--- config.mk ---
export PLATFORM = sky130hd
export DESIGN_NAME = stepper_ramp_controller_top_flat
export DESIGN_NICKNAME = d
export VERILOG_FILES = /design/src/rtl/srctl_pkg.sv /design/src/rtl/srctl_if.sv /design/src/rtl/srctl_mul.sv /design/src/rtl/srctl_isqrt.sv /design/src/rtl/stepper_ramp_controller_top.sv /design/src/flat_wrapper.sv
export SDC_FILE = /design/constraint.sdc
export NUM_CORES = 2
export LEC_CHECK = 0
export BUFFER_PORTS_ARGS = -buffer_cell sky130_fd_sc_hd__buf_2
export CORE_ASPECT_RATIO = 0.7
export CORE_MARGIN = 3
export CORE_UTILIZATION = 42
export CTS_CLUSTER_SIZE = 12
export DETAILED_ROUTE_END_ITERATION = 10
export HOLD_SLACK_MARGIN = 0.06
export SETUP_SLACK_MARGIN = 0.3
export SLEW_MARGIN = 40
export SYNTH_ARGS = -nofsm -noshare
export SYNTH_HDL_FRONTEND = slang
export SYNTH_SLANG_ARGS = --single-unit
--- constraint.sdc ---
create_clock -name i_clk -period 10.5 [get_ports i_clk]
set_clock_uncertainty 0.05 [all_clocks]
set_input_delay 0.525 -clock i_clk [delete_from_list [all_inputs] [get_ports i_clk]]
set_output_delay 0.525 -clock i_clk [all_outputs]
set_load 0.03 [all_outputs]
--- src/rtl/srctl_pkg.sv ---
// Shared types and constants of the stepper ramp controller.
// Holds the channel payload structs, command and result codes and the sequencer states.
// No dependencies; the interfaces and the top level use it.
`default_nettype none

package srctl_pkg;

    // Command codes of the input item.
    localparam logic [2:0] CMD_MOVE   = 3'd0;
    localparam logic [2:0] CMD_STOP   = 3'd1;
    localparam logic [2:0] CMD_UPDATE = 3'd2;
    localparam logic [2:0] CMD_DIAG   = 3'd3;
    localparam logic [2:0] CMD_ENABLE = 3'd4;

    // Move outcome codes.
    localparam logic [1:0] RES_NONE    = 2'd0;
    localparam logic [1:0] RES_DONE    = 2'd1;
    localparam logic [1:0] RES_STOPPED = 2'd2;
    localparam logic [1:0] RES_STALLED = 2'd3;

    // Stall check modes; the remaining codes perform no check.
    localparam logic [1:0] STALL_SENSED  = 2'd1;
    localparam logic [1:0] STALL_LATCHED = 2'd2;

    // Configuration register indexes.
    localparam logic [2:0] CFG_START_SPEED  = 3'd0;
    localparam logic [2:0] CFG_TARGET_SPEED = 3'd1;
    localparam logic [2:0] CFG_ACCELERATION = 3'd2;
    localparam logic [2:0] CFG_STALL_MODE   = 3'd3;

    // Configuration reset values.
    localparam logic [15:0] RST_START_SPEED  = 16'd500;
    localparam logic [15:0] RST_TARGET_SPEED = 16'd2000;
    localparam logic [23:0] RST_ACCELERATION = 24'd4000;
    localparam logic [1:0]  RST_STALL_MODE   = 2'd0;

    typedef struct packed {
        logic [2:0]         command;
        logic signed [31:0] step_count;
        logic               stop_on_stall;
        logic               enable_level;
        logic               finished_step;
        logic               stall_sensed;
    } t_in_item;

    typedef struct packed {
        logic        accepted;
        logic        busy_res;
        logic        direction;
        logic        driver_enabled;
        logic [23:0] step_rate;
        logic [30:0] steps_left;
        logic [1:0]  move_result;
    } t_out_item;

    typedef struct packed {
        logic [2:0]  index;
        logic [23:0] wdata;
    } t_cfg_wr;

    // Ramp sequencer states.
    typedef enum logic [2:0] {
        ST_IDLE,
        ST_SQ_CUR,
        ST_SQ_START,
        ST_SQ_TGT,
        ST_BRAKE_MUL,
        ST_DECIDE,
        ST_ROOT
    } t_state;

    // Operand pairs of the shared multiplier.
    typedef enum logic [1:0] {
        MUL_CUR,
        MUL_START,
        MUL_TGT,
        MUL_BRAKE
    } t_mul_sel;

endpackage

`default_nettype wire

--- src/rtl/srctl_if.sv ---
// Valid/ready channel interfaces of the stepper ramp controller.
// Input command, result and configuration write channels; payload types come from srctl_pkg.
`default_nettype none

interface srctl_in_if;
    logic                 valid;
    logic                 ready;
    srctl_pkg::t_in_item  data;

    modport source (output valid, output data, input ready);
    modport sink   (input valid, input data, output ready);
endinterface

interface srctl_out_if;
    logic                 valid;
    logic                 ready;
    srctl_pkg::t_out_item data;

    modport source (output valid, output data, input ready);
    modport sink   (input valid, input data, output ready);
endinterface

interface srctl_cfg_if;
    logic                 valid;
    logic                 ready;
    srctl_pkg::t_cfg_wr   data;

    modport source (output valid, output data, input ready);
    modport sink   (input valid, input data, output ready);
endinterface

`default_nettype wire

--- src/rtl/srctl_mul.sv ---
// Shared registered multiplier of the ramp datapath.
// Unsigned product, registered once; standalone, no package use.
`default_nettype none

module srctl_mul #(
    parameter int A_BITS = 31,
    parameter int B_BITS = 24
) (
    input  wire logic                     i_clk,
    input  wire logic [A_BITS-1:0]        i_a,
    input  wire logic [B_BITS-1:0]        i_b,
    output logic      [A_BITS+B_BITS-1:0] o_p
);

    logic [A_BITS+B_BITS-1:0] r_p;
    logic [A_BITS+B_BITS-1:0] n_p;

    // Full-width product of the selected operands.
    always_comb begin
        n_p = (A_BITS + B_BITS)'(i_a) * (A_BITS + B_BITS)'(i_b);
    end

    // The product is registered before anything uses it.
    always_ff @(posedge i_clk) begin
        r_p <= n_p;
    end

    assign o_p = r_p;

endmodule

`default_nettype wire

--- src/rtl/srctl_isqrt.sv ---
// Iterative integer square root, one result bit per cycle.
// Restoring digit-by-digit method over a 2*ROOT_BITS-bit radicand; no package use.
`default_nettype none

module srctl_isqrt #(
    parameter int ROOT_BITS = 24
) (
    input  wire logic                   i_clk,
    input  wire logic                   i_rst_n,
    input  wire logic                   i_start,
    input  wire logic [2*ROOT_BITS-1:0] i_value,
    output logic                        o_done,
    output logic      [ROOT_BITS-1:0]   o_root
);

    localparam int VB = 2 * ROOT_BITS;
    localparam int CB = $clog2(ROOT_BITS + 1);

    logic                 r_busy;
    logic                 n_busy;
    logic                 r_done;
    logic                 n_done;
    logic [CB-1:0]        r_count;
    logic [CB-1:0]        n_count;
    logic [VB-1:0]        r_val;
    logic [VB-1:0]        n_val;
    logic [ROOT_BITS+1:0] r_rem;
    logic [ROOT_BITS+1:0] n_rem;
    logic [ROOT_BITS-1:0] r_root;
    logic [ROOT_BITS-1:0] n_root;

    logic [ROOT_BITS+1:0] rem_sh;
    logic [ROOT_BITS+1:0] trial;
    logic                 fits;

    // One step: bring down two radicand bits and try a one digit.
    // The partial remainder stays below 2^ROOT_BITS before the last step,
    // so its top two bits can be dropped in the shift.
    assign rem_sh = {r_rem[ROOT_BITS-1:0], r_val[VB-1 -: 2]};
    assign trial  = {r_root, 2'b01};
    assign fits   = (rem_sh >= trial);

    // Next values of the iteration registers.
    always_comb begin
        n_busy  = r_busy;
        n_done  = 1'b0;
        n_count = r_count;
        n_val   = r_val;
        n_rem   = r_rem;
        n_root  = r_root;
        if (i_start) begin
            n_busy  = 1'b1;
            n_count = CB'(ROOT_BITS);
            n_val   = i_value;
            n_rem   = '0;
            n_root  = '0;
        end else if (r_busy) begin
            n_val   = r_val << 2;
            n_rem   = fits ? (rem_sh - trial) : rem_sh;
            n_root  = {r_root[ROOT_BITS-2:0], fits};
            n_count = r_count - 1'b1;
            if (r_count == CB'(1)) begin
                n_busy = 1'b0;
                n_done = 1'b1;
            end
        end
    end

    // Control registers.
    always_ff @(posedge i_clk) begin
        if (!i_rst_n) begin
            r_busy  <= 1'b0;
            r_done  <= 1'b0;
            r_count <= '0;
        end else begin
            r_busy  <= n_busy;
            r_done  <= n_done;
            r_count <= n_count;
        end
    end

    // Datapath registers.
    always_ff @(posedge i_clk) begin
        r_val  <= n_val;
        r_rem  <= n_rem;
        r_root <= n_root;
    end

    assign o_done = r_done;
    assign o_root = r_root;

endmodule

`default_nettype wire

--- src/rtl/stepper_ramp_controller_top.sv ---
// Stepper ramp controller: single-axis move control with a speed-squared trapezoidal ramp.
// Move, stop, diag and enable commands, and updates without a ramp step, give a registered
// result for the transfer. A ramp update runs SQ_CUR, SQ_START, SQ_TGT and BRAKE_MUL (four
// multiplier passes) and DECIDE; with a new rate it then waits in ROOT until the square
// root unit has formed the rate bit by bit. Throughput: one command at a time; input is ready
// again in the cycle the result leaves. Reset is synchronous: defaults.
`default_nettype none

module stepper_ramp_controller_top #(
    parameter int COUNT_BITS     = 32,
    parameter int RATE_FRAC_BITS = 8
) (
    input  wire logic     i_clk,
    input  wire logic     i_rst_n,
    srctl_in_if.sink      i_in,
    srctl_out_if.source   o_out,
    srctl_cfg_if.sink     i_cfg
);

    import srctl_pkg::*;

    localparam int R  = 16 + RATE_FRAC_BITS;
    localparam int SQ = 2 * R;
    localparam int AW = (COUNT_BITS - 1 > R) ? COUNT_BITS - 1 : R;
    localparam int BW = (R > 24) ? R : 24;
    localparam int PW = AW + BW;
    localparam int SH = 2 * RATE_FRAC_BITS + 1;
    localparam int CW = PW + SH;

    // Sequencer and output handshake.
    t_state r_state;
    t_state n_state;
    logic   r_out_valid;
    logic   n_out_valid;
    logic   r_acc;
    logic   n_acc;

    // Move state.
    logic                  r_busy;
    logic                  n_busy;
    logic [COUNT_BITS-2:0] r_rem;
    logic [COUNT_BITS-2:0] n_rem;
    logic                  r_dir;
    logic                  n_dir;
    logic                  r_stall_stop;
    logic                  n_stall_stop;
    logic                  r_stall_latch;
    logic                  n_stall_latch;
    logic [1:0]            r_last;
    logic [1:0]            n_last;
    logic [R-1:0]          r_rate;
    logic [R-1:0]          n_rate;
    logic                  r_en;
    logic                  n_en;

    // Configuration registers.
    logic [15:0] r_start;
    logic [15:0] r_target;
    logic [23:0] r_accel;
    logic [1:0]  r_mode;

    // Squared rates captured from the multiplier.
    logic [SQ-1:0] r_cur2;
    logic [SQ-1:0] n_cur2;
    logic [SQ-1:0] r_s2;
    logic [SQ-1:0] n_s2;
    logic [SQ-1:0] r_t2;
    logic [SQ-1:0] n_t2;

    // Command decode.
    logic                  in_xfer;
    logic                  in_ready;
    logic [2:0]            cmd;
    logic [COUNT_BITS-1:0] raw;
    logic                  raw_neg;
    logic [COUNT_BITS-1:0] mag_full;
    logic [COUNT_BITS-2:0] mag;
    logic                  stall_now;
    logic [COUNT_BITS-2:0] rem_dec;
    logic                  ramp_go;

    // Ramp arithmetic.
    logic [R-1:0]  vs;
    logic [R-1:0]  vt;
    logic [SQ-1:0] k_val;
    logic [SQ-1:0] cur_minus_k;
    logic [SQ:0]   sum_ck;
    logic [CW-1:0] brake_lhs;
    logic [CW-1:0] brake_rhs;
    logic          brake;
    logic          use_root;
    logic [SQ-1:0] root_in;

    // Shared units.
    t_mul_sel      mul_sel;
    logic [AW-1:0] mul_a;
    logic [BW-1:0] mul_b;
    logic [PW-1:0] mul_p;
    logic          sq_start;
    logic          sq_done;
    logic [R-1:0]  sq_root;

    // Handshake terms.
    assign in_xfer     = i_in.valid && in_ready;
    assign i_in.ready  = in_ready;
    assign i_cfg.ready = 1'b1;
    assign o_out.valid = r_out_valid;

    // Move count: low COUNT_BITS bits, magnitude saturated for the most negative value.
    assign cmd      = i_in.data.command;
    assign raw      = i_in.data.step_count[COUNT_BITS-1:0];
    assign raw_neg  = raw[COUNT_BITS-1];
    assign mag_full = raw_neg ? (~raw + 1'b1) : raw;
    assign mag      = mag_full[COUNT_BITS-1] ? {(COUNT_BITS-1){1'b1}}
                                             : mag_full[COUNT_BITS-2:0];
    assign rem_dec  = (r_rem != '0) ? (r_rem - 1'b1) : r_rem;

    // Stall indication for the configured mode.
    always_comb begin
        case (r_mode)
            STALL_SENSED:  stall_now = i_in.data.stall_sensed;
            STALL_LATCHED: stall_now = r_stall_latch;
            default:       stall_now = 1'b0;
        endcase
    end

    // A finished step with steps left and nonzero acceleration past the stall check runs the ramp.
    assign ramp_go = (cmd == CMD_UPDATE) && r_busy && !(r_stall_stop && stall_now)
                     && i_in.data.finished_step && (rem_dec != '0) && (r_accel != '0);

    // Rates and the speed-squared step 2*a, all in Q format.
    assign vs    = R'(r_start) << RATE_FRAC_BITS;
    assign vt    = R'(r_target) << RATE_FRAC_BITS;
    assign k_val = SQ'(r_accel) << SH;

    // Brake when the remaining steps fit in the braking distance:
    // remaining * 2a * 2^(2F) <= cur^2 - start^2, with no braking at or below start.
    assign brake_lhs = CW'(r_cur2 - r_s2);
    assign brake_rhs = CW'(mul_p) << SH;
    assign brake     = (r_cur2 > r_s2) && (brake_lhs >= brake_rhs);

    // Radicand for the new rate.
    assign cur_minus_k = r_cur2 - k_val;
    assign sum_ck      = (SQ + 1)'(r_cur2) + (SQ + 1)'(k_val);
    always_comb begin
        if (brake) begin
            root_in  = ((r_cur2 > k_val) && (cur_minus_k > r_s2)) ? cur_minus_k : r_s2;
            use_root = 1'b1;
        end else if (r_rate < vt) begin
            root_in  = (sum_ck < (SQ + 1)'(r_t2)) ? sum_ck[SQ-1:0] : r_t2;
            use_root = 1'b1;
        end else begin
            root_in  = r_t2;
            use_root = 1'b0;
        end
    end

    // Next state of the sequencer.
    always_comb begin
        n_state = r_state;
        case (r_state)
            ST_IDLE:      if (in_xfer && ramp_go) begin
                n_state = ST_SQ_CUR;
            end
            ST_SQ_CUR:    n_state = ST_SQ_START;
            ST_SQ_START:  n_state = ST_SQ_TGT;
            ST_SQ_TGT:    n_state = ST_BRAKE_MUL;
            ST_BRAKE_MUL: n_state = ST_DECIDE;
            ST_DECIDE:    n_state = use_root ? ST_ROOT : ST_IDLE;
            ST_ROOT:      if (sq_done) begin
                n_state = ST_IDLE;
            end
            default:      n_state = ST_IDLE;
        endcase
    end

    // Sequencer outputs: input ready, multiplier operand choice, root start.
    always_comb begin
        in_ready = (r_state == ST_IDLE) && (!r_out_valid || o_out.ready);
        sq_start = (r_state == ST_DECIDE) && use_root;
        case (r_state)
            ST_SQ_CUR:   mul_sel = MUL_CUR;
            ST_SQ_START: mul_sel = MUL_START;
            ST_SQ_TGT:   mul_sel = MUL_TGT;
            default:     mul_sel = MUL_BRAKE;
        endcase
    end

    // Multiplier operand select.
    always_comb begin
        case (mul_sel)
            MUL_CUR: begin
                mul_a = AW'(r_rate);
                mul_b = BW'(r_rate);
            end
            MUL_START: begin
                mul_a = AW'(vs);
                mul_b = BW'(vs);
            end
            MUL_TGT: begin
                mul_a = AW'(vt);
                mul_b = BW'(vt);
            end
            default: begin
                mul_a = AW'(r_rem);
                mul_b = BW'(r_accel);
            end
        endcase
    end

    srctl_mul #(
        .A_BITS (AW),
        .B_BITS (BW)
    ) u_mul (
        .i_clk (i_clk),
        .i_a   (mul_a),
        .i_b   (mul_b),
        .o_p   (mul_p)
    );

    srctl_isqrt #(
        .ROOT_BITS (R)
    ) u_isqrt (
        .i_clk   (i_clk),
        .i_rst_n (i_rst_n),
        .i_start (sq_start),
        .i_value (root_in),
        .o_done  (sq_done),
        .o_root  (sq_root)
    );

    // Command execution and ramp results.
    always_comb begin
        n_out_valid   = r_out_valid && !o_out.ready;
        n_acc         = r_acc;
        n_busy        = r_busy;
        n_rem         = r_rem;
        n_dir         = r_dir;
        n_stall_stop  = r_stall_stop;
        n_stall_latch = r_stall_latch;
        n_last        = r_last;
        n_rate        = r_rate;
        n_en          = r_en;
        n_cur2        = r_cur2;
        n_s2          = r_s2;
        n_t2          = r_t2;
        case (r_state)
            ST_IDLE: if (in_xfer) begin
                n_acc       = 1'b0;
                n_out_valid = 1'b1;
                case (cmd)
                    CMD_MOVE: if (!r_busy && (raw != '0)) begin
                        n_en          = 1'b1;
                        n_dir         = !raw_neg;
                        n_rem         = mag;
                        n_stall_stop  = i_in.data.stop_on_stall;
                        n_stall_latch = 1'b0;
                        n_last        = RES_NONE;
                        n_rate        = vs;
                        n_busy        = 1'b1;
                        n_acc         = 1'b1;
                    end
                    CMD_STOP: if (r_busy) begin
                        n_busy        = 1'b0;
                        n_rem         = '0;
                        n_stall_latch = 1'b0;
                        n_stall_stop  = 1'b0;
                        n_last        = RES_STOPPED;
                    end
                    CMD_UPDATE: if (r_busy) begin
                        if (r_stall_stop && stall_now) begin
                            n_busy        = 1'b0;
                            n_rem         = '0;
                            n_stall_latch = 1'b0;
                            n_stall_stop  = 1'b0;
                            n_last        = RES_STALLED;
                        end else if (i_in.data.finished_step) begin
                            if (rem_dec == '0) begin
                                n_busy        = 1'b0;
                                n_rem         = '0;
                                n_stall_latch = 1'b0;
                                n_stall_stop  = 1'b0;
                                n_last        = RES_DONE;
                            end else begin
                                n_rem = rem_dec;
                                if (r_accel == '0) begin
                                    n_rate = vt;
                                end else begin
                                    // The result waits for the ramp sequence.
                                    n_out_valid = 1'b0;
                                end
                            end
                        end
                    end
                    CMD_DIAG: if (r_mode == STALL_LATCHED) begin
                        n_stall_latch = 1'b1;
                    end
                    CMD_ENABLE: begin
                        if (!i_in.data.enable_level && r_busy) begin
                            n_busy        = 1'b0;
                            n_rem         = '0;
                            n_stall_latch = 1'b0;
                            n_stall_stop  = 1'b0;
                            n_last        = RES_STOPPED;
                        end
                        n_en = i_in.data.enable_level;
                    end
                    default: ;
                endcase
            end
            ST_SQ_START:  n_cur2 = SQ'(mul_p);
            ST_SQ_TGT:    n_s2   = SQ'(mul_p);
            ST_BRAKE_MUL: n_t2   = SQ'(mul_p);
            ST_DECIDE: if (!use_root) begin
                n_rate      = vt;
                n_out_valid = 1'b1;
            end
            ST_ROOT: if (sq_done) begin
                n_rate      = sq_root;
                n_out_valid = 1'b1;
            end
            default: ;
        endcase
    end

    // Control and move state registers.
    always_ff @(posedge i_clk) begin
        if (!i_rst_n) begin
            r_state       <= ST_IDLE;
            r_out_valid   <= 1'b0;
            r_acc         <= 1'b0;
            r_busy        <= 1'b0;
            r_rem         <= '0;
            r_dir         <= 1'b0;
            r_stall_stop  <= 1'b0;
            r_stall_latch <= 1'b0;
            r_last        <= RES_NONE;
            r_rate        <= R'(RST_START_SPEED) << RATE_FRAC_BITS;
            r_en          <= 1'b0;
        end else begin
            r_state       <= n_state;
            r_out_valid   <= n_out_valid;
            r_acc         <= n_acc;
            r_busy        <= n_busy;
            r_rem         <= n_rem;
            r_dir         <= n_dir;
            r_stall_stop  <= n_stall_stop;
            r_stall_latch <= n_stall_latch;
            r_last        <= n_last;
            r_rate        <= n_rate;
            r_en          <= n_en;
        end
    end

    // Squared-rate working registers.
    always_ff @(posedge i_clk) begin
        r_cur2 <= n_cur2;
        r_s2   <= n_s2;
        r_t2   <= n_t2;
    end

    // Configuration writes; indexes past the list are ignored.
    always_ff @(posedge i_clk) begin
        if (!i_rst_n) begin
            r_start  <= RST_START_SPEED;
            r_target <= RST_TARGET_SPEED;
            r_accel  <= RST_ACCELERATION;
            r_mode   <= RST_STALL_MODE;
        end else if (i_cfg.valid) begin
            case (i_cfg.data.index)
                CFG_START_SPEED:  r_start  <= i_cfg.data.wdata[15:0];
                CFG_TARGET_SPEED: r_target <= i_cfg.data.wdata[15:0];
                CFG_ACCELERATION: r_accel  <= i_cfg.data.wdata;
                CFG_STALL_MODE:   r_mode   <= i_cfg.data.wdata[1:0];
                default: ;
            endcase
        end
    end

    // Status result, read straight from the state registers.
    assign o_out.data = '{
        accepted:       r_acc,
        busy_res:       r_busy,
        direction:      r_dir,
        driver_enabled: r_en,
        step_rate:      24'(r_rate),
        steps_left:     31'(r_rem),
        move_result:    r_last
    };

    // A move in progress always has steps left, and an idle axis has none.
    assert property (@(posedge i_clk) disable iff (!i_rst_n)
        r_busy == (r_rem != '0))
        else $error("busy flag and remaining count disagree");

    // The root unit only finishes while the sequencer waits for it.
    assert property (@(posedge i_clk) disable iff (!i_rst_n)
        sq_done |-> (r_state == ST_ROOT))
        else $error("square root finished outside the root state");

    // A result appears only after a transfer or at the end of a ramp sequence.
    assert property (@(posedge i_clk) disable iff (!i_rst_n)
        (r_out_valid && !$past(r_out_valid)) |->
            ($past(in_xfer) || $past(r_state == ST_DECIDE) || $past(r_state == ST_ROOT)))
        else $error("result raised without a source");

    // Input is never taken while the ramp sequence runs.
    assert property (@(posedge i_clk) disable iff (!i_rst_n)
        (r_state != ST_IDLE) |-> !in_ready)
        else $error("input ready during ramp sequence");

endmodule

`default_nettype wire
--- src/flat_wrapper.sv ---
// flat-port wrapper written by rule: the top's interface ports become plain ports
module stepper_ramp_controller_top_flat import srctl_pkg::*;
#(
    parameter int COUNT_BITS     = 32,
    parameter int RATE_FRAC_BITS = 8
)
  (i_clk, i_rst_n, i_in_valid, i_in_data, i_in_ready, o_out_valid, o_out_data, o_out_ready, i_cfg_valid, i_cfg_data, i_cfg_ready);
  srctl_in_if i_in_i ();
  srctl_out_if o_out_i ();
  srctl_cfg_if i_cfg_i ();
  input  wire logic i_clk;
  input  wire logic i_rst_n;
  input wire logic [$bits(i_in_i.valid)-1:0] i_in_valid;
  input wire logic [$bits(i_in_i.data)-1:0] i_in_data;
  output wire logic [$bits(i_in_i.ready)-1:0] i_in_ready;
  output wire logic [$bits(o_out_i.valid)-1:0] o_out_valid;
  output wire logic [$bits(o_out_i.data)-1:0] o_out_data;
  input wire logic [$bits(o_out_i.ready)-1:0] o_out_ready;
  input wire logic [$bits(i_cfg_i.valid)-1:0] i_cfg_valid;
  input wire logic [$bits(i_cfg_i.data)-1:0] i_cfg_data;
  output wire logic [$bits(i_cfg_i.ready)-1:0] i_cfg_ready;
  assign i_in_i.valid = i_in_valid;
  assign i_in_i.data = i_in_data;
  assign i_in_ready = i_in_i.ready;
  assign o_out_valid = o_out_i.valid;
  assign o_out_data = o_out_i.data;
  assign o_out_i.ready = o_out_ready;
  assign i_cfg_i.valid = i_cfg_valid;
  assign i_cfg_i.data = i_cfg_data;
  assign i_cfg_ready = i_cfg_i.ready;
  stepper_ramp_controller_top #(.COUNT_BITS(COUNT_BITS), .RATE_FRAC_BITS(RATE_FRAC_BITS)) u_core (.i_clk(i_clk), .i_rst_n(i_rst_n), .i_in(i_in_i), .o_out(o_out_i), .i_cfg(i_cfg_i));
endmodule
[Word level (Yosys, flattened, before mapping)]
Index checks and enable logic that the tools add are counted.
Storage, ports and cells
  input port bits: 71
  register bits: 427
  word-level logic and storage cells: 215
  output and inout port bits: 64
Operators by class
  bitwise logic cells: 3
  $lt $le $gt $ge: 7
  reductions and logical operators: 52
  add/sub/neg operators: 7
  multipliers: 1
  equal/unequal tests: 36
  mux-type cells: 83
Operator list (count)
  48-bit 2-to-1 mux: 6
  31-bit 2-to-1 mux: 9
  24-bit 2-to-1 mux: 10
  24-bit one-hot mux with 3 select lines: 2
  31-bit one-hot mux with 4 select lines: 1
  48-bit greater-than comparator: 2
  31-bit one-hot mux with 3 select lines: 1
  72-bit greater-or-equal comparator: 1
  31-bit nonzero test: 2
  31-bit by 24-bit multiplier with 55-bit output: 1
  48-bit by 41-bit adder with 49-bit output: 1
  49-bit by 48-bit less-than comparator with 1-bit output: 1
  48-bit by 48-bit subtractor with 49-bit output: 1
  48-bit by 41-bit greater-than comparator with 1-bit output: 1
  24-bit one-hot mux with 2 select lines: 1
  48-bit by 41-bit subtractor with 48-bit output: 1
  32-bit by 1-bit adder with 32-bit output (second input constant): 1
  32-bit 2-to-1 mux: 1
  32-bit NOT: 1
  32-bit nonzero test: 1
  31-bit zero test: 1
  1-bit 2-to-1 mux: 31
  31-bit by 1-bit subtractor with 31-bit output (second input constant): 1
  26-bit greater-or-equal comparator: 1
  44 further kinds: 110

[Logic depth before layout (Yosys ltp)]
  word-level depth: 11
  mapped depth: 34
  gate-level depth less buffers: 29

[Hierarchy]
A second synthesis with hierarchy kept.
Second synthesis, totals
  cell total of the unflattened synthesis: 6156
  area total of the unflattened synthesis: 54217.0 sq um
By module, submodules not included
  srctl_mul: area an instance 25254.2 sq um, instances 1, cells an instance 2815
  stepper_ramp_controller_top: area an instance 23426.2 sq um, instances 1, cells an instance 2820
  srctl_isqrt: area an instance 5536.6 sq um, instances 1, cells an instance 521

[Least setup slack after synthesis]
No wires, ideal clock.
  path type: reg2reg
  start point: register u_core.r_state[0]
  end point: register u_core.u_mul.r_p[53] (netlist: u_core.u_mul.o_p[53])
  data required time: 10.388 ns
  arrival: 9.036 ns
  setup slack: 1.351 ns
  cell stages (with the launch flop): 35
  path through: dfxtp_1 > clkbuf_1 > nand2b_1 > clkbuf_1 > clkbuf_1 > nor2_1 > a21oi_1 > nor2_1 > a21oi_1 > clkbuf_1 > nand2_1 > fa_1 > inv_1 > fa_1 > inv_1 > fa_1 > fa_1 > inv_1 > fa_1 > fa_1 > inv_1 > fa_1 > inv_1 > ha_1 > clkbuf_1 > a21oi_1 > o21ai_0 > a211oi_1 > nor4_1 > or4b_2 > a41oi_1 > a211oi_1 > a31o_2 > a211o_1 > nand3_1
Between the ends
  longest elaborated chain between the ends: 5
  elaborated cells between the ends (all ways): 10
  those cells by class: 1 x mul; 5 x eq/ne; 3 x mux; 1 x reduce/logical
RTL lines
  start, declared: line stepper_ramp_controller_top.sv:31  | t_state r_state;
  start signal, assigned: line stepper_ramp_controller_top.sv:341  | r_state <= n_state;
  3-bit by 2-bit equality test with 1-bit output / 3-bit by 1-bit equality test with 1-bit output (equally long branches): line stepper_ramp_controller_top.sv:181  | case (r_state)
  2-bit one-hot mux with 3 select lines *: line stepper_ramp_controller_top.sv:181
  2-bit equality test, or another cell as far along: line stepper_ramp_controller_top.sv:191  | case (mul_sel)
  31-bit one-hot mux with 3 select lines / 24-bit one-hot mux with 3 select lines (equally long branches): line stepper_ramp_controller_top.sv:191
  31-bit by 24-bit multiplier with 55-bit output *: line srctl_mul.sv:20  | n_p = (A_BITS + B_BITS)'(i_a) * (A_BITS + B_BITS)'(i_b);
  named net u_core.u_mul.n_p[53]: line srctl_mul.sv:16  | logic [A_BITS+B_BITS-1:0] n_p;
  end signal, assigned: line srctl_mul.sv:25  | r_p <= n_p;
  end, declared: line srctl_mul.sv:15  | logic [A_BITS+B_BITS-1:0] r_p;
The timed path passes the listed nets; every way through them passes the cells marked *.
A chain may end at the register's enable or synchronous reset.

[Final worst setup path]
  start point: register u_core.r_state[1]
  end point: register u_core.u_mul.r_p[53] (netlist: u_core.u_mul.o_p[53])
The elaborated chain is that of the path after synthesis.

==> impl_metrics.tcl <==
set metrics [dict create \
    drt_iter0_markers 5451 \
    postSynthCellCount 6346 \
    worst-slew-pin-transition_ps 926.5 \
    area_growth_syn_to_layout_pct 9.061 \
    yosysSeqAreaShare_pct 19.62 \
    fill_cells 12350 \
    fin_util_pct 46.56 \
    post-route-min-period_ps 9839 \
    yosysUniqueCellTypes 94 \
    cts.sinks 427 \
    grt_first_pass_wirelength_microns 305100 \
    drcViolationCount 0 \
    vias_per_cell 5.847 \
    synth_fp_nets 7513 \
    crit_end "u_core.u_mul.o_p[53]" \
    final_cells 8090 \
    dr.pass1.iters 9 \
    wl_microns 206400 \
    wl_per_cell_microns 25.51 \
    cp_data_required_time_ps 10990 \
    cp-startpoint "u_core.r_state[1]" \
    initial_core_util_pct 42.69 \
    powerDensity_mw_per_mm2 87.96 \
    cp_slowest_cell "or4b_2" \
    yosys_warnings 0 \
    fmax_ghz 0.1016 \
    numPortBuffers 133 \
    coreArea_sq_mm 0.1250 \
    setup_violations 0 \
    cpMostUsedCell "fa_1" \
    cp-end-kind "flop" \
    layout_setup_ws_ps 661.3 \
    grt_overflow 0 \
    peakVddDrop_uv 130.5 \
    reg2reg_slack_ps 660 \
    path_max_fanout 28 \
    place_area_sq_mm 0.05660 \
    arrival_ps 10330 \
    dieHeight_microns 304.2 \
    clockRootBuffer "clkbuf_16" \
    synth_area_per_cell_sq_um 8.408 \
    cts_buffer_depth 3 \
    cts_made_buffers 46 \
    hold_viol 0 \
    htreeDepth 2 \
    worst_r2r_path_depth 33 \
    dp_slack_ps 756.8 \
    p_leak_nw 26.43 \
    die-area_sq_mm 0.1314 \
    worstSkewPairLatency_ps 630 \
    cap_violations 0 \
    status "completed" \
    r2r-end "u_core.u_mul.o_p[53]" \
    fin_tns_setup_ps 0 \
    drtAntennaViolNets 0 \
    final-max-slew-violation-count 0 \
    reg2reg_from "u_core.r_state[1]" \
    ios 135 \
    nets 7566 \
    place.gp.congestion 1.043 \
    postCtsSetupBuffers 0 \
    max_stage_delay_ps 700 \
    globalRouteTotalUtil_pct 30.94 \
    grt_max_degree 83 \
    dpl.hpwl_microns 167200 \
    critPathLaunchType "flop" \
    rsz0062_at_grt "no" \
    cts_tree "done" \
    critPathKind "flop to flop" \
    grt_pass1_vias 45430 \
    synth_flop_cell "dfxtp_1" \
    dp.cells 7998 \
    die_x_microns 432.0 \
    drive_above_1_share_pct 8.017 \
    vias 47300 \
    netlist_area_sq_mm 0.05336 \
    final_common_cell "inv_1" \
    mostFrequentLayoutCells "inv_1, nor2_1, nand2_1" \
    clk_pin_slew_ps 60 \
    synthArstFlopShare_pct 0 \
    rows 108 \
    post-route-period-util_pct 93.70 \
    hp-class "input pin to flop" \
    relSlewSlack_pct 37.36 \
    antenna_found_initial 15 \
    synth_edf_count 192 \
    fin_area_sq_mm 0.05819 \
    yosys_register_bits 427 \
]
==> synth_stat cells (13+ instances only) <==
cell       number  area [sq um]
a2111oi_0      17         148.9
a211oi_1       70         525.5
a21o_1         88         660.6
a21oi_1       365          1827
a221oi_1       28         245.2
a22oi_1        14         105.1
a31oi_1        49         306.5
and2_1         26         162.7
and3_1         21         131.4
and4_1         17         148.9
buf_1          24         90.09
buf_2          13         65.06
clkbuf_1      261         979.7
dfxtp_1       235          4705
edfxtp_1      192          5766
fa_1          639         12790
ha_1          457          5718
inv_1        1043          3915
mux2_2         25         281.5
mux2i_1       108          1081
nand2_1       677          2541
nand2b_1       31         193.9
nand3_1        88         440.4
nand3b_1       23         172.7
nand4_1        51         319.1
nor2_1        753          2826
nor2b_1        47         294.0
nor3_1         98         490.5
nor4_1         46         287.8
o211a_1        17         170.2
o211ai_1       52         390.4
o21a_1         35         262.8
o21ai_0       228          1141
o21bai_1       23         172.7
o22ai_1        34         212.7
o31ai_1        15         112.6
or2_2          21         131.4
or3_1          42         262.8
or4_1          17         127.6
xnor2_1       109         954.7
xor2_1         41         359.1
==> per-layer routing <==
layer  global-route usage (%)  vias up  share of wire, %
met5                        0        -             0.029
met4                    7.394       10               2.9
met3                    9.133      359                12
met2                    43.70     2404                41
met1                    46.03    23440                44
li1                         -    21090                 -
==> stage by stage <==
stage	hold slack, ps	total power, mW
2_1_floorplan	377.1	2.890
3_3_place_gp	415.2	3.432
3_5_place_dp	428.1	3.443
4_1_cts	85.48	5.115
5_1_grt	111.1	5.368
6_report	115.2	5.118
==> sequential cells by signal, indices dropped and copies added (netlist names), 24 cells and up <==
| signal | count |
|---|---|
| u_core.r_accel | 24 |
| u_core.r_cur2 | 48 |
| u_core.r_rate | 24 |
| u_core.r_rem | 31 |
| u_core.r_s2 | 48 |
| u_core.r_t2 | 48 |
| u_core.u_isqrt.o_root | 24 |
| u_core.u_isqrt.r_rem | 24 |
| u_core.u_isqrt.r_val | 48 |
| u_core.u_mul.o_p | 55 |
==> critical path: cells and delay by family (launching register included) <==
family,cells,cell delay [ps]
adder cells (fa/ha/maj),8,3690
AND/OR/NAND/NOR,8,2050
flip-flops,1,550
AO/OA/AOI/OAI,7,1620
buffers and inverters,10,1720
==> cell type report <==
class	count	area, sq um	area share [%]
antenna	4	10.01	0.01720
clock buffer	74	1341	2.305
clock inverter	11	157.7	0.2709
inverter	1048	3934	6.760
multi-input combinational	4563	38080	65.44
sequential	427	10480	18.00
tap	1650	2064	3.548
timing repair buffer	313	2127	3.655
==> power breakdown <==
part / total, mW / leakage [nW] / switching [mW] / internal [mW]
registers: 2.00 / 3.65 / 0.160 / 1.84
clock network: 1.67 / 0.730 / 0.759 / 0.912
logic: 1.45 / 22.0 / 0.936 / 0.514
total: 5.12 / 26.4 / 1.85 / 3.26
==> logic make-up (layout without fill, tap and decap cells) <==
logic type / count (synthesis) / in the layout / share of synthesized area (%)
xor+xnor: 150 / 150 / 2.462
compound gates: 1186 / 1186 / 14.31
buf+inv: 1356 / 1446 / 9.668
other cells: 1 / 5 / 0.007028
flops: 427 / 427 / 19.62
mux: 133 / 133 / 2.554
fa+ha+maj: 1096 / 1096 / 34.69
simple gates: 1997 / 1997 / 16.68
==> how the worst min path moves through the flow <==
| stage | startpoint | end | slack [ps] | cells past startpoint |
|---|---|---|---|---|
| detailed placement | u_core.r_stall_stop | u_core.r_stall_stop | 430 | 2 |
| floorplan | u_core.r_stall_stop | u_core.r_stall_stop | 380 | 2 |
| CTS | i_cfg_data[13] | u_core.r_target[13] | 90 | 3 |
| global placement | u_core.r_stall_stop | u_core.r_stall_stop | 420 | 2 |
| global route | i_cfg_data[13] | u_core.r_start[13] | 110 | 3 |
| finish | i_in_data[3] | u_core.r_stall_stop | 120 | 3 |
==> timing repair <==
item | CTS | global route
setup endpoints to repair | 0 | 4
gates resized for setup | 0 | 4
hold buffers | 0 | 0
Power figures use the tool's default switching activity.
